$ cat src/rtl/becke_partition_weight_top_macros.svh
// Assertion macros used by the partition weight controller.
// Each macro expands to one labeled concurrent assertion on clk and arst_n.
`ifndef BECKE_PARTITION_WEIGHT_TOP_MACROS_SVH
`define BECKE_PARTITION_WEIGHT_TOP_MACROS_SVH

// The consequent must hold in the same cycle as the antecedent.
`define BPW_IMPL(lbl, ante, cons, msg) \
	lbl: assert property (@(posedge clk) disable iff (!arst_n) (ante) |-> (cons)) \
		else $error(msg);

// The consequent must hold in the cycle after the antecedent.
`define BPW_NEXT(lbl, ante, cons, msg) \
	lbl: assert property (@(posedge clk) disable iff (!arst_n) (ante) |=> (cons)) \
		else $error(msg);

`endif

$ cat src/rtl/bpw_pkg.sv
// Shared types, widths and command codes for the partition weight block.
// No dependencies; used by bpw_ctrl, bpw_dp and the top level.
package bpw_pkg;

	localparam int DEFAULT_MAX_ATOMS = 16;
	localparam int SLOT_W   = 4;
	localparam int COORD_W  = 32;
	localparam int WEIGHT_W = 48;
	localparam int CNT_W    = 5;

	localparam int DIST_W   = 33;
	localparam int ACC_W    = 66;
	localparam int REM_W    = 36;
	localparam int MUL_W    = 33;
	localparam int PROD_W   = 66;
	localparam int FRAC     = 30;
	localparam int Q_W      = 31;
	localparam int SUM_W    = 36;
	localparam int DIV_W    = 37;
	localparam int WB_W     = 55;
	localparam int FULL_W   = 79;

	localparam int SQRT_STEPS = 33;
	localparam int DIV_STEPS  = 31;

	localparam logic [Q_W-1:0] Q_ONE   = 31'h4000_0000;
	localparam logic [31:0]    Q_THREE = 32'hC000_0000;

	localparam logic OP_LOAD  = 1'b0;
	localparam logic OP_POINT = 1'b1;

	localparam logic [3:0] MUL_NONE = 4'd0;
	localparam logic [3:0] MUL_SQX  = 4'd1;
	localparam logic [3:0] MUL_SQY  = 4'd2;
	localparam logic [3:0] MUL_SQZ  = 4'd3;
	localparam logic [3:0] MUL_M2   = 4'd4;
	localparam logic [3:0] MUL_S    = 4'd5;
	localparam logic [3:0] MUL_CI   = 4'd6;
	localparam logic [3:0] MUL_CJ   = 4'd7;
	localparam logic [3:0] MUL_WB   = 4'd8;
	localparam logic [3:0] MUL_WA   = 4'd9;

	localparam logic [1:0] CW_INIT = 2'd0;
	localparam logic [1:0] CW_I    = 2'd1;
	localparam logic [1:0] CW_J    = 2'd2;

	typedef struct packed {
		logic                       opcode;
		logic [SLOT_W-1:0]          atom_index;
		logic signed [COORD_W-1:0]  pos_x;
		logic signed [COORD_W-1:0]  pos_y;
		logic signed [COORD_W-1:0]  pos_z;
		logic [WEIGHT_W-1:0]        raw_weight;
	} in_t;

	typedef struct packed {
		logic signed [COORD_W-1:0]  abs_x;
		logic signed [COORD_W-1:0]  abs_y;
		logic signed [COORD_W-1:0]  abs_z;
		logic [WEIGHT_W-1:0]        part_weight;
		logic                       error_flag;
	} out_t;

	typedef struct packed {
		logic       in_ld;
		logic       tbl_wr;
		logic       tbl_rd;
		logic       own_sel;
		logic       abs_ld;
		logic       ai_ld;
		logic       diff_pt;
		logic       diff_pr;
		logic [3:0] mul_sel;
		logic       acc_clr;
		logic       acc_add;
		logic       sqrt_ld;
		logic       sqrt_step;
		logic       dist_wr;
		logic       dist_rd;
		logic       di_ld;
		logic       r_ld;
		logic       div_ld_mu;
		logic       div_ld_q;
		logic       div_step;
		logic       mu_ld;
		logic       m2_ld;
		logic       s_ld;
		logic       cell_wr;
		logic [1:0] cell_src;
		logic       cell_rd;
		logic       ci_ld;
		logic       ci_upd;
		logic       err_clr;
		logic       err_set;
		logic       sum_clr;
		logic       sum_add;
		logic       q_ld;
		logic       wb_ld;
		logic       wt_ld;
		logic       res_ld;
	} cmd_t;

	typedef struct packed {
		logic [CNT_W-1:0] n;
		logic             owner_act;
		logic             r_zero;
		logic             ge;
		logic             fail;
	} sts_t;

endpackage

$ cat src/rtl/bpw_ctrl.sv
// Controller state machine: sequences distances, atom pairs, sum and
// final division through the datapath. Depends on bpw_pkg and the macro header.
`include "becke_partition_weight_top_macros.svh"

module bpw_ctrl #(
	parameter int MAX_ATOMS = bpw_pkg::DEFAULT_MAX_ATOMS
) (
	input  logic                         clk,
	input  logic                         arst_n,
	input  logic                         in_valid,
	output logic                         in_ready,
	input  logic                         in_opcode,
	output logic                         out_valid,
	input  logic                         out_ready,
	input  bpw_pkg::sts_t                sts,
	output bpw_pkg::cmd_t                cmd,
	output logic [$clog2(MAX_ATOMS)-1:0] addr
);
	import bpw_pkg::*;

	localparam int AW = $clog2(MAX_ATOMS);

	localparam logic [5:0] S_IDLE   = 6'd0;
	localparam logic [5:0] S_OWN_RD = 6'd1;
	localparam logic [5:0] S_ABS    = 6'd2;
	localparam logic [5:0] S_D_RD   = 6'd3;
	localparam logic [5:0] S_D_DIFF = 6'd4;
	localparam logic [5:0] S_SQX    = 6'd5;
	localparam logic [5:0] S_SQY    = 6'd6;
	localparam logic [5:0] S_SQZ    = 6'd7;
	localparam logic [5:0] S_ACC    = 6'd8;
	localparam logic [5:0] S_SQ0    = 6'd9;
	localparam logic [5:0] S_SQRT   = 6'd10;
	localparam logic [5:0] S_D_WR   = 6'd11;
	localparam logic [5:0] S_P_I    = 6'd12;
	localparam logic [5:0] S_P_I2   = 6'd13;
	localparam logic [5:0] S_P_J    = 6'd14;
	localparam logic [5:0] S_P_DIFF = 6'd15;
	localparam logic [5:0] S_P_R    = 6'd16;
	localparam logic [5:0] S_P_CHK  = 6'd17;
	localparam logic [5:0] S_DIV    = 6'd18;
	localparam logic [5:0] S_MU     = 6'd19;
	localparam logic [5:0] S_M2M    = 6'd20;
	localparam logic [5:0] S_M2L    = 6'd21;
	localparam logic [5:0] S_SM     = 6'd22;
	localparam logic [5:0] S_SL     = 6'd23;
	localparam logic [5:0] S_CI     = 6'd24;
	localparam logic [5:0] S_CJ     = 6'd25;
	localparam logic [5:0] S_CW     = 6'd26;
	localparam logic [5:0] S_NEXT   = 6'd27;
	localparam logic [5:0] S_P_IW   = 6'd28;
	localparam logic [5:0] S_SUM0   = 6'd29;
	localparam logic [5:0] S_S_RD   = 6'd30;
	localparam logic [5:0] S_S_ADD  = 6'd31;
	localparam logic [5:0] S_OWN    = 6'd32;
	localparam logic [5:0] S_OWN2   = 6'd33;
	localparam logic [5:0] S_Q      = 6'd34;
	localparam logic [5:0] S_WB     = 6'd35;
	localparam logic [5:0] S_WA     = 6'd36;
	localparam logic [5:0] S_WT     = 6'd37;
	localparam logic [5:0] S_FIN    = 6'd38;

	localparam logic [1:0] PH_DIST = 2'd0;
	localparam logic [1:0] PH_PAIR = 2'd1;
	localparam logic [1:0] PH_Q    = 2'd2;

	logic [5:0]       state_q, state_d;
	logic [1:0]       ph_q, ph_d;
	logic [CNT_W-1:0] i_q, i_d, j_q, j_d;
	logic [5:0]       k_q, k_d;
	logic             out_valid_q, out_valid_d;
	logic             accept;
	logic [CNT_W:0]   i_inc, j_inc, n_ext;

	assign in_ready  = (state_q == S_IDLE);
	assign accept    = in_valid && in_ready;
	assign out_valid = out_valid_q;
	assign i_inc     = {1'b0, i_q} + (CNT_W+1)'(1);
	assign j_inc     = {1'b0, j_q} + (CNT_W+1)'(1);
	assign n_ext     = {1'b0, sts.n};

	always_comb begin
		cmd         = '0;
		addr        = AW'(i_q);
		state_d     = state_q;
		ph_d        = ph_q;
		i_d         = i_q;
		j_d         = j_q;
		k_d         = k_q;
		out_valid_d = out_valid_q && !out_ready;
		cmd.tbl_wr  = accept && (in_opcode == OP_LOAD);
		cmd.in_ld   = accept && (in_opcode == OP_POINT);
		unique case (state_q)
			S_IDLE: begin
				if (accept && (in_opcode == OP_POINT))
					state_d = S_OWN_RD;
			end
			S_OWN_RD: begin
				cmd.tbl_rd  = 1'b1;
				cmd.own_sel = 1'b1;
				state_d     = S_ABS;
			end
			S_ABS: begin
				cmd.abs_ld  = 1'b1;
				cmd.err_clr = 1'b1;
				i_d         = '0;
				ph_d        = PH_DIST;
				state_d     = (sts.n == '0) ? S_SUM0 : S_D_RD;
			end
			S_D_RD: begin
				cmd.tbl_rd   = 1'b1;
				cmd.cell_wr  = 1'b1;
				cmd.cell_src = CW_INIT;
				state_d      = S_D_DIFF;
			end
			S_D_DIFF: begin
				cmd.diff_pt = 1'b1;
				cmd.acc_clr = 1'b1;
				state_d     = S_SQX;
			end
			S_SQX: begin
				cmd.mul_sel = MUL_SQX;
				state_d     = S_SQY;
			end
			S_SQY: begin
				cmd.mul_sel = MUL_SQY;
				cmd.acc_add = 1'b1;
				state_d     = S_SQZ;
			end
			S_SQZ: begin
				cmd.mul_sel = MUL_SQZ;
				cmd.acc_add = 1'b1;
				state_d     = S_ACC;
			end
			S_ACC: begin
				cmd.acc_add = 1'b1;
				state_d     = S_SQ0;
			end
			S_SQ0: begin
				cmd.sqrt_ld = 1'b1;
				k_d         = '0;
				state_d     = S_SQRT;
			end
			S_SQRT: begin
				cmd.sqrt_step = 1'b1;
				k_d           = k_q + 6'd1;
				if (k_q == 6'(SQRT_STEPS - 1))
					state_d = (ph_q == PH_DIST) ? S_D_WR : S_P_R;
			end
			S_D_WR: begin
				cmd.dist_wr = 1'b1;
				if (i_inc == n_ext) begin
					i_d     = CNT_W'(1);
					ph_d    = PH_PAIR;
					state_d = (sts.n == CNT_W'(1)) ? S_SUM0 : S_P_I;
				end else begin
					i_d     = i_inc[CNT_W-1:0];
					state_d = S_D_RD;
				end
			end
			S_P_I: begin
				cmd.tbl_rd  = 1'b1;
				cmd.dist_rd = 1'b1;
				cmd.cell_rd = 1'b1;
				state_d     = S_P_I2;
			end
			S_P_I2: begin
				cmd.ai_ld = 1'b1;
				cmd.di_ld = 1'b1;
				cmd.ci_ld = 1'b1;
				j_d       = '0;
				state_d   = S_P_J;
			end
			S_P_J: begin
				addr        = AW'(j_q);
				cmd.tbl_rd  = 1'b1;
				cmd.dist_rd = 1'b1;
				cmd.cell_rd = 1'b1;
				state_d     = S_P_DIFF;
			end
			S_P_DIFF: begin
				cmd.diff_pr = 1'b1;
				cmd.acc_clr = 1'b1;
				state_d     = S_SQX;
			end
			S_P_R: begin
				cmd.r_ld = 1'b1;
				state_d  = S_P_CHK;
			end
			S_P_CHK: begin
				priority if (sts.r_zero) begin
					cmd.err_set = 1'b1;
					state_d     = S_NEXT;
				end else if (sts.ge) begin
					state_d = S_MU;
				end else begin
					cmd.div_ld_mu = 1'b1;
					k_d           = '0;
					state_d       = S_DIV;
				end
			end
			S_DIV: begin
				cmd.div_step = 1'b1;
				k_d          = k_q + 6'd1;
				if (k_q == 6'(DIV_STEPS - 1))
					state_d = (ph_q == PH_Q) ? S_Q : S_MU;
			end
			S_MU: begin
				cmd.mu_ld = 1'b1;
				state_d   = S_M2M;
			end
			S_M2M: begin
				cmd.mul_sel = MUL_M2;
				state_d     = S_M2L;
			end
			S_M2L: begin
				cmd.m2_ld = 1'b1;
				state_d   = S_SM;
			end
			S_SM: begin
				cmd.mul_sel = MUL_S;
				state_d     = S_SL;
			end
			S_SL: begin
				cmd.s_ld = 1'b1;
				state_d  = S_CI;
			end
			S_CI: begin
				cmd.mul_sel = MUL_CI;
				state_d     = S_CJ;
			end
			S_CJ: begin
				cmd.mul_sel = MUL_CJ;
				cmd.ci_upd  = 1'b1;
				state_d     = S_CW;
			end
			S_CW: begin
				addr         = AW'(j_q);
				cmd.cell_wr  = 1'b1;
				cmd.cell_src = CW_J;
				state_d      = S_NEXT;
			end
			S_NEXT: begin
				if (j_inc == {1'b0, i_q}) begin
					state_d = S_P_IW;
				end else begin
					j_d     = j_inc[CNT_W-1:0];
					state_d = S_P_J;
				end
			end
			S_P_IW: begin
				cmd.cell_wr  = 1'b1;
				cmd.cell_src = CW_I;
				if (i_inc == n_ext) begin
					state_d = S_SUM0;
				end else begin
					i_d     = i_inc[CNT_W-1:0];
					state_d = S_P_I;
				end
			end
			S_SUM0: begin
				cmd.sum_clr = 1'b1;
				i_d         = '0;
				state_d     = (sts.n == '0) ? S_OWN : S_S_RD;
			end
			S_S_RD: begin
				cmd.cell_rd = 1'b1;
				state_d     = S_S_ADD;
			end
			S_S_ADD: begin
				cmd.sum_add = 1'b1;
				if (i_inc == n_ext) begin
					state_d = S_OWN;
				end else begin
					i_d     = i_inc[CNT_W-1:0];
					state_d = S_S_RD;
				end
			end
			S_OWN: begin
				if (sts.fail || !sts.owner_act) begin
					state_d = S_FIN;
				end else begin
					cmd.cell_rd = 1'b1;
					cmd.own_sel = 1'b1;
					state_d     = S_OWN2;
				end
			end
			S_OWN2: begin
				cmd.div_ld_q = 1'b1;
				k_d          = '0;
				ph_d         = PH_Q;
				state_d      = S_DIV;
			end
			S_Q: begin
				cmd.q_ld = 1'b1;
				state_d  = S_WB;
			end
			S_WB: begin
				cmd.mul_sel = MUL_WB;
				state_d     = S_WA;
			end
			S_WA: begin
				cmd.mul_sel = MUL_WA;
				cmd.wb_ld   = 1'b1;
				state_d     = S_WT;
			end
			S_WT: begin
				cmd.wt_ld = 1'b1;
				state_d   = S_FIN;
			end
			S_FIN: begin
				if (!out_valid_q || out_ready) begin
					cmd.res_ld  = 1'b1;
					out_valid_d = 1'b1;
					state_d     = S_IDLE;
				end
			end
			default: begin
				state_d = S_IDLE;
			end
		endcase
	end

	always_ff @(posedge clk or negedge arst_n) begin
		if (!arst_n) begin
			state_q     <= S_IDLE;
			ph_q        <= PH_DIST;
			i_q         <= '0;
			j_q         <= '0;
			k_q         <= '0;
			out_valid_q <= 1'b0;
		end else begin
			state_q     <= state_d;
			ph_q        <= ph_d;
			i_q         <= i_d;
			j_q         <= j_d;
			k_q         <= k_d;
			out_valid_q <= out_valid_d;
		end
	end

	`BPW_IMPL(a_sqrt_count, state_q == S_SQRT, k_q < 6'(SQRT_STEPS), "sqrt step count overrun")
	`BPW_IMPL(a_pair_order, state_q == S_P_J, j_q < i_q, "pair loop reached j >= i")
	`BPW_IMPL(a_out_source, $rose(out_valid_q), $past(state_q) == S_FIN, "result raised outside FIN")
	`BPW_NEXT(a_fin_load, (state_q == S_FIN) && (!out_valid_q || out_ready), out_valid_q && (state_q == S_IDLE), "result not presented after FIN")

endmodule

$ cat config.mk
export PLATFORM = sky130hd
export DESIGN_NAME = bpw_ctrl
export DESIGN_NICKNAME = d
export VERILOG_FILES = /design/src/rtl/bpw_pkg.sv /design/src/rtl/bpw_ctrl.sv
export VERILOG_INCLUDE_DIRS = /design/src /design/src/rtl
export SDC_FILE = /design/constraint.sdc
export NUM_CORES = 1
export LEC_CHECK = 0
export ABC_CLOCK_PERIOD_IN_PS = 3080
export BUFFER_PORTS_ARGS = -buffer_cell sky130_fd_sc_hd__buf_2
export CAP_MARGIN = 20
export CELL_PAD_IN_SITES_DETAIL_PLACEMENT = 0
export CELL_PAD_IN_SITES_GLOBAL_PLACEMENT = 1
export CORE_MARGIN = 4
export CORE_UTILIZATION = 41
export CTS_BUF_LIST = sky130_fd_sc_hd__clkbuf_2 sky130_fd_sc_hd__clkbuf_4 sky130_fd_sc_hd__clkbuf_8
export CTS_CLUSTER_SIZE = 25
export DETAILED_ROUTE_END_ITERATION = 12
export PLACE_DENSITY = 0.87
export SLEW_MARGIN = 10
export SYNTH_ARGS = -nofsm -noshare
export SYNTH_HDL_FRONTEND = slang
export SYNTH_SLANG_ARGS = --single-unit
export TNS_END_PERCENT = 100
$ cat constraint.sdc
create_clock -name clk -period 3.08 [get_ports clk]
set_input_delay 0.616 -clock clk [delete_from_list [all_inputs] [get_ports clk]]
set_output_delay 0.616 -clock clk [all_outputs]
set_load 0.005 [all_outputs]
* Word level (Yosys, flattened, before mapping) *
Index checks and enable logic that the tools add are counted.

word-level totals
  output and inout bits = 46
  logic and storage cells = 159
  bits in registers = 25

operators by class
  reductions and logical operators = 31
  equality and inequality tests = 53
  bitwise gates (word level) = 1
  add/sub/neg operators = 3
  muxes and demuxes = 65

operators by type and width
  operator             number
  $pmux 6 s38          1
  $eq 6x5->1 const B   17
  $mux 6               10
  $eq 6x4->1 const B   8
  $eq 6x6->1 const B   8
  $mux 5               9
  $pmux 4 s9           1
  $mux 1               34
  $eq 6x3->1 const B   4
  $pmux 6 s3           1
  $ne 2x2->1 const B   8
  $pmux 5 s3           1
  $reduce_or 2->1      7
  $add 5x1->6 const B  2
  $eq 6x2->1 const B   2
  $eq 6x5->1           2
  $pmux 5 s2           1
  $pmux 3 s3           1
  $reduce_bool 3->1    3
  $add 6x1->6 const B  1
  $eq 6x1->1 const B   1
  $logic_not 6->1      1
  $pmux 2 s3           1
  $reduce_and 2->1     3
  other kinds (18)     26

* Logic depth before layout (Yosys ltp) *
Gate-level depths: netlist (run 1).

  depth after elaboration = 5
  depth in mapped cells = 9

* Worst setup path before layout (run 1) *
Ideal clock, no wire load.

  path kind = register -> output
  start = register state_q[2]
  end = output addr[0]
  setup slack = 0.817 ns
  stages on the path, launching flop included = 7
  arrival = 1.647 ns
  buffers on the path = 3
  cell sequence = dfrtp_1 > clkbuf_1 > buf_2 > buf_2 > nor2b_1 > o211ai_1 > mux2_2

on the way
  word-level cells in the longest chain between the ends = 3

RTL lines
  item                                             line             source
  start: declaration                               bpw_ctrl.sv:67   logic [5:0] state_q, state_d;
  start signal: assignment                         bpw_ctrl.sv:333  state_q <= state_d;
  $eq 6x4->1 / $eq 6x5->1 (equally long branches)  bpw_ctrl.sv:93   unique case (state_q)
  $reduce_or 2->1 (no line) (*)                    n/a
  $mux 4 (*)                                       bpw_ctrl.sv:93
  end: declaration                                 bpw_ctrl.sv:17   output logic [$clog2(MAX_ATOMS)-1:0] addr

Mark *: on every way between the ends. The rest lies on a longest branch, timed or not.

==> impl_metrics.yaml, run 1 <==
status:
  status: "completed"
grt:
  grt-ovfl-total: 0
  grt_antenna_before_repair: 0
  gr-usage-all-layers: 0.213
  grt_pass1_wl_mm: 14.3
  grt_max_degree: 26
  first_global_vias: 2841
power:
  sequentialPowerShare: 0.254
  comb_power_share: 0.649
  pwr-share-clk: 0.097
  total_power_mw: 2.30
  leakagePower_nw: 1.50
  power.switching_mw: 1.20
  switching_share: 0.523
  cellPowerDensity_nw_per_um2: 733
  peakVddDrop_v: 0.000311
  p_int_mw: 1.10
die:
  die_w_um: 89.9
  dieArea_um2: 8080
  coreArea_um2: 6420
  fp-row-count: 29
  pin_count: 60
  start_util: 0.428
  die_h_um: 89.9
critical_path:
  worst-setup-path-type: "flop to primary output"
  cp_max_fo: 20
  cp.required_ps: 2460
  cp_slowest_cell: "or4b_1"
  cp_top_family: "simple AND/OR/NAND/NOR gates"
  worst-path-buf-inv: 1
  rr_startpoint: "state_q[3]"
  cp.arrival_ps: 2240
  r2r_end: "state_q[3]"
  reg2regPathDepth: 7
  max_stage_delay_ps: 720
  worstPathCellList: "or4b_1, nor2_1, buf_2"
  cp-endpoint: "cmd[17]"
  reg2reg_setup_slack_ps: 570
  cp.depth: 3
  crit_path_start_kind: "flop"
  startpoint: "state_q[2]"
  critPathCaptureType: "primary output"
clocking:
  insertion_delay_ps: 280
  cts_tree: "built"
  cts_resized: 0
  clk_pin_slew_ps: 90
  cts_buffers: 3
  cts_setup_buffers: 0
  cts-root-buf: "clkbuf_8"
  clock_sinks: 25
  hold_buffers: 0
  h-tree-depth: 1
  cts_max_path_buffers: 2
timing:
  fin_crit_sh: 0.927
  worstMarginPinSlew_ps: 633
  fin_tns_setup_ps: 0
  drv_slew: 0
  setup_ws_ps: 226
  period_needed_ps: 2850
  finalClockSkew_ps: 2.18
  fmax_ghz: 0.350
  setup-violations-final: 0
  final_hold_viol_count: 0
  rsz0062_at_grt: "false"
  slew_headroom: 0.578
yosys:
  synth_top_area_frac: 0.227
  ys_warn_count: 0
  syn-cell-area_um2: 2750
  yosys.cell_types.count: 65
  yosys.area.top_type: "dfrtp_1"
  ys_ff_latch: 25
  ys_top_cells_by_area: "dfrtp_1 (23%), nor2_1 (7.0%), o21ai_0 (5.8%)"
  synth_area_per_cell_um2: 7.26
  netlist_instances: 379
  synthFlopType: "dfrtp_1"
  synth_seq_area_share: 0.227
  synth.most_common_cell: "nor2_1"
  synth_nets: 398
  synth_edf_count: 0
  ys_async_sr_fraction: 1.00
  ys_top_cells_by_count: "nor2_1 (51), nand2_1 (33), o21ai_0 (32)"
routing:
  dr.pass1.iters: 6
  first_iter_violations: 286
  postRouteAntennaNets: 0
  via_per_inst: 6.11
  wl_per_cell_um: 17.7
  drc_errors: 0
  routed_wl_mm: 8.94
  vias: 3094
layout:
  area_delta_synth_final_pct: 13.9
  drive_gt1_frac: 0.228
  finalInstanceArea_um2: 3130
  nNetsFinal: 449
  stdcell_count: 506
  diodes: 0
hold_path:
  hold_class: "input port to asynchronous set/reset pin"
placed_design:
  place.gp.congestion: 0.981
  post-dp-hpwl_mm: 6.87
  placed_cell_area_um2: 3080
  dp_cells: 502
  port_buffers: 59
  dp_slack_ps: 591
run:
  maxCapViolations: 0
## per-stage QoR
stage,utilization,hold slack [ps]
floorplan,-,320
global placement,0.480,500
detailed placement,0.480,525
CTS,0.488,355
global route,0.488,381
finish,0.488,326
## routing by layer
| layer | wire (µm) | GRT usage | vias to the layer above |
|---|---|---|---|
| met5 | 0 | 0 | - |
| met4 | 240 | 0.0753 | 0 |
| met3 | 783 | 0.0384 | 20 |
| met2 | 3850 | 0.326 | 161 |
| met1 | 4060 | 0.301 | 1448 |
| li1 | - | - | 1465 |
## final cells by class
type                    instances  area [µm²]
clock buffers                   4        48.8
fillers                       660        3290
flip-flops and latches         25         626
well taps                      77        96.3
repair buffers                 74         408
multi-input cells             317        1920
inverters                       9        33.8
## power groups by stage
stage                     Combinational, mW  Clock (mW)  Sequential [mW]
after detailed placement               1.46           0            0.582
final                                  1.49       0.222            0.583
after CTS                              1.46       0.221            0.576
after global routing                   1.65       0.233            0.600
after floorplan                        1.12           0            0.475
after global placement                 1.46           0            0.580
## layout by cell type, fill, tap and decap left out, drive strengths merged, types with 2 or more instances in the layout
cell type	Yosys	layout
and2b	4	4
or4b	2	2
a22o	4	4
a21oi	19	19
buf	16	74
nand3	16	16
nor4	5	5
a22oi	5	5
o22ai	3	3
dfrtp	25	25
nand4	3	3
ha	5	5
xor2	5	5
clkbuf	12	4
nand2b	8	8
mux2	4	4
a32oi	4	4
o21bai	3	3
a221o	2	2
and2	6	6
or2	3	3
o21ai	32	32
and3	10	10
a211oi	6	6
nor2	51	51
nand2	34	34
o31ai	2	2
a21boi	2	2
nor3b	2	2
nor2b	15	15
nor3	19	19
mux2i	3	3
a31oi	4	4
inv	9	9
o211ai	4	4
xnor2	10	10
or3b	2	2
## logic make-up after synthesis
| group | after synthesis | synth area share |
|---|---|---|
| compound gates | 102 | 0.244 |
| fa+ha+maj | 5 | 0.0227 |
| buf+inv | 37 | 0.0746 |
| flops | 25 | 0.227 |
| mux | 7 | 0.0273 |
| simple gates | 187 | 0.348 |
| xor+xnor | 16 | 0.0560 |
## worst register-to-register path, delay by kind of cell, from the launching register on
| family | cells | cell delay (ps) |
|---|---|---|
| AO/OA/AOI/OAI | 3 | 820 |
| buffers and inverters | 1 | 270 |
| flip-flops | 1 | 760 |
| AND/OR/NAND/NOR | 3 | 620 |
## worst min-delay path by stage
stage                     slack (ps)     from  endpoint  cells after the start
after detailed placement         530  ph_q[1]   ph_q[1]                      1
final                            330   arst_n    j_q[2]                      1
after global routing             380   arst_n    j_q[2]                      1
after floorplan                  320   arst_n    i_q[0]                      0
after CTS                        350   arst_n    j_q[2]                      1
after global placement           500  ph_q[1]   ph_q[1]                      1
## flip-flops by register name, summed over array words and instances (netlist names)
name	flops
ph_q	2
i_q	5
out_valid	1
j_q	5
state_q	6
k_q	6
Power figures use the tool's default switching activity.
==> inputs of run 2 (changes only) <==
==> constraint.sdc (replaced) <==
create_clock -name clk -period 3.08 [get_ports clk]
set_input_delay 0.616 -clock clk [delete_from_list [all_inputs] [get_ports clk]]
set_output_delay 0.616 -clock clk [all_outputs]
set_load 0.01 [all_outputs]
==> impl_metrics.yaml, run 2 (same netlist as run 1, synthesis figures left out) <==
status:
  status: "completed"
run:
  maxCapViolations: 0
hold_path:
  hold_class: "input port to asynchronous set/reset pin"
power:
  peakVddDrop_v: 0.000273
  leakagePower_nw: 1.49
  cellPowerDensity_nw_per_um2: 735
critical_path:
  worstPathCellList: "nor2b_1, o211ai_1, mux2_2, buf_2"
  cp_max_fo: 25
  max_stage_delay_ps: 820
  critPathCaptureType: "primary output"
  worst-setup-path-type: "flop to primary output"
  cp.arrival_ps: 2220
  cp_slowest_cell: "dfrtp_1"
  cp.required_ps: 2460
  cp_top_family: "flip-flops"
  startpoint: "state_q[2]"
  rr_startpoint: "i_q[0]"
  worst-path-buf-inv: 1
  crit_path_start_kind: "flop"
clocking:
  cts_tree: "built"
  insertion_delay_ps: 280
  cts_setup_buffers: 0
  cts_max_path_buffers: 2
  h-tree-depth: 1
  clock_sinks: 25
  cts-root-buf: "clkbuf_8"
  hold_buffers: 0
  cts_resized: 0
  cts_buffers: 3
  clk_pin_slew_ps: 90
timing:
  fin_crit_sh: 0.922
  period_needed_ps: 2840
  fin_tns_setup_ps: 0
  finalClockSkew_ps: 4.67
  rsz0062_at_grt: "false"
  slew_headroom: 0.516
  drv_slew: 0
  final_hold_viol_count: 0
  worstMarginPinSlew_ps: 727
  fmax_ghz: 0.352
  setup-violations-final: 0
layout:
  drive_gt1_frac: 0.223
  fillCellCount: 657
  top_regs: "k_q x6, state_q x6"
  mostFrequentLayoutCell: "buf_2"
  stdcell_count: 503
  diodes: 0
  area_delta_synth_final_pct: 13.0
  final_cell_mix: "buf_2 (59), nor2_1 (51), nand2_1 (33), o21ai_0 (32), dfrtp_1 (25)"
  nNetsFinal: 446
placed_design:
  place.gp.congestion: 0.931
  dp_cells: 499
  port_buffers: 59
  post-dp-hpwl_mm: 6.62
grt:
  grt_max_degree: 26
  first_global_vias: 2832
  grt-ovfl-total: 0
  grt_pass1_wl_mm: 14.0
  gr-usage-all-layers: 0.207
  grt_antenna_before_repair: 0
die:
  dieArea_um2: 8080
  coreArea_um2: 6420
  die_h_um: 89.9
  die_w_um: 89.9
  start_util: 0.428
  pin_count: 60
  fp-row-count: 29
routing:
  wl_per_cell_um: 17.1
  postRouteAntennaNets: 0
  first_iter_violations: 401
  drc_errors: 0
  via_per_inst: 6.24
  routed_wl_mm: 8.61
  vias: 3138
  dr.pass1.iters: 5
-- run 2: cell count changes in the layout (fill, tap and decap cells not counted), sizes merged --
cell / change
clkbuf: -1
buf: -3
clkinv: +1
-- run 2: final timing paths --
check | end | slack (ps) | cells after the start
min reg2reg | ph_q[1] | 540 | 1
max | addr[2] | 240 | 4
max reg2reg | state_q[2] | 580 | 7
min | j_q[2] | 330 | 1
min in group clk | ph_q[1] | 540 | 1
max in group asynchronous | k_q[2] | 2360 | 1
-- run 2: where the power goes --
group / total [mW] / internal, mW / leakage (nW) / switching [mW]
clock network: 0.204 / 0.0908 / 0.0255 / 0.113
logic: 1.47 / 0.567 / 1.13 / 0.903
registers: 0.609 / 0.406 / 0.333 / 0.203
total: 2.28 / 1.06 / 1.49 / 1.22
-- run 2: layer usage --
layer / global-route usage / share of wire
met3: 0.0342 / 0.092
met5: 0 / 0
met2: 0.308 / 0.43
met4: 0.0714 / 0.020
met1: 0.302 / 0.45
-- run 2: metrics by stage --
stage | setup WS, ps | hold WS, ps | power, mW | util | instance area, µm²
3_3_place_gp | 647 | 513 | 2.05 | 0.477 | 3060
2_1_floorplan | 796 | 320 | 1.64 | - | 2750
6_report | 241 | 325 | 2.28 | 0.484 | 3110
5_1_grt | 154 | 366 | 2.49 | 0.484 | 3110
4_1_cts | 298 | 352 | 2.25 | 0.484 | 3110
3_5_place_dp | 595 | 518 | 2.05 | 0.477 | 3060
-- run 2: cell type report --
cell class | instances | area (µm²) | share of cell area
Inverter | 9 | 33.8 | 0.0109
Sequential cell | 25 | 626 | 0.201
Timing Repair Buffer | 71 | 385 | 0.124
Tap cell | 77 | 96.3 | 0.0310
Clock buffer | 3 | 41.3 | 0.0133
Clock inverter | 1 | 5.00 | 0.00161
Multi-Input combinational cell | 317 | 1920 | 0.618
-- run 2: worst reg2reg max path, cell delays in order, from the launching register on --
cell      delay (ps)
dfrtp_1          500
ha_1             350
nand3_1          190
xnor2_1          280
a31oi_1          140
a211oi_2         240
o211ai_1         150
or4b_1           530
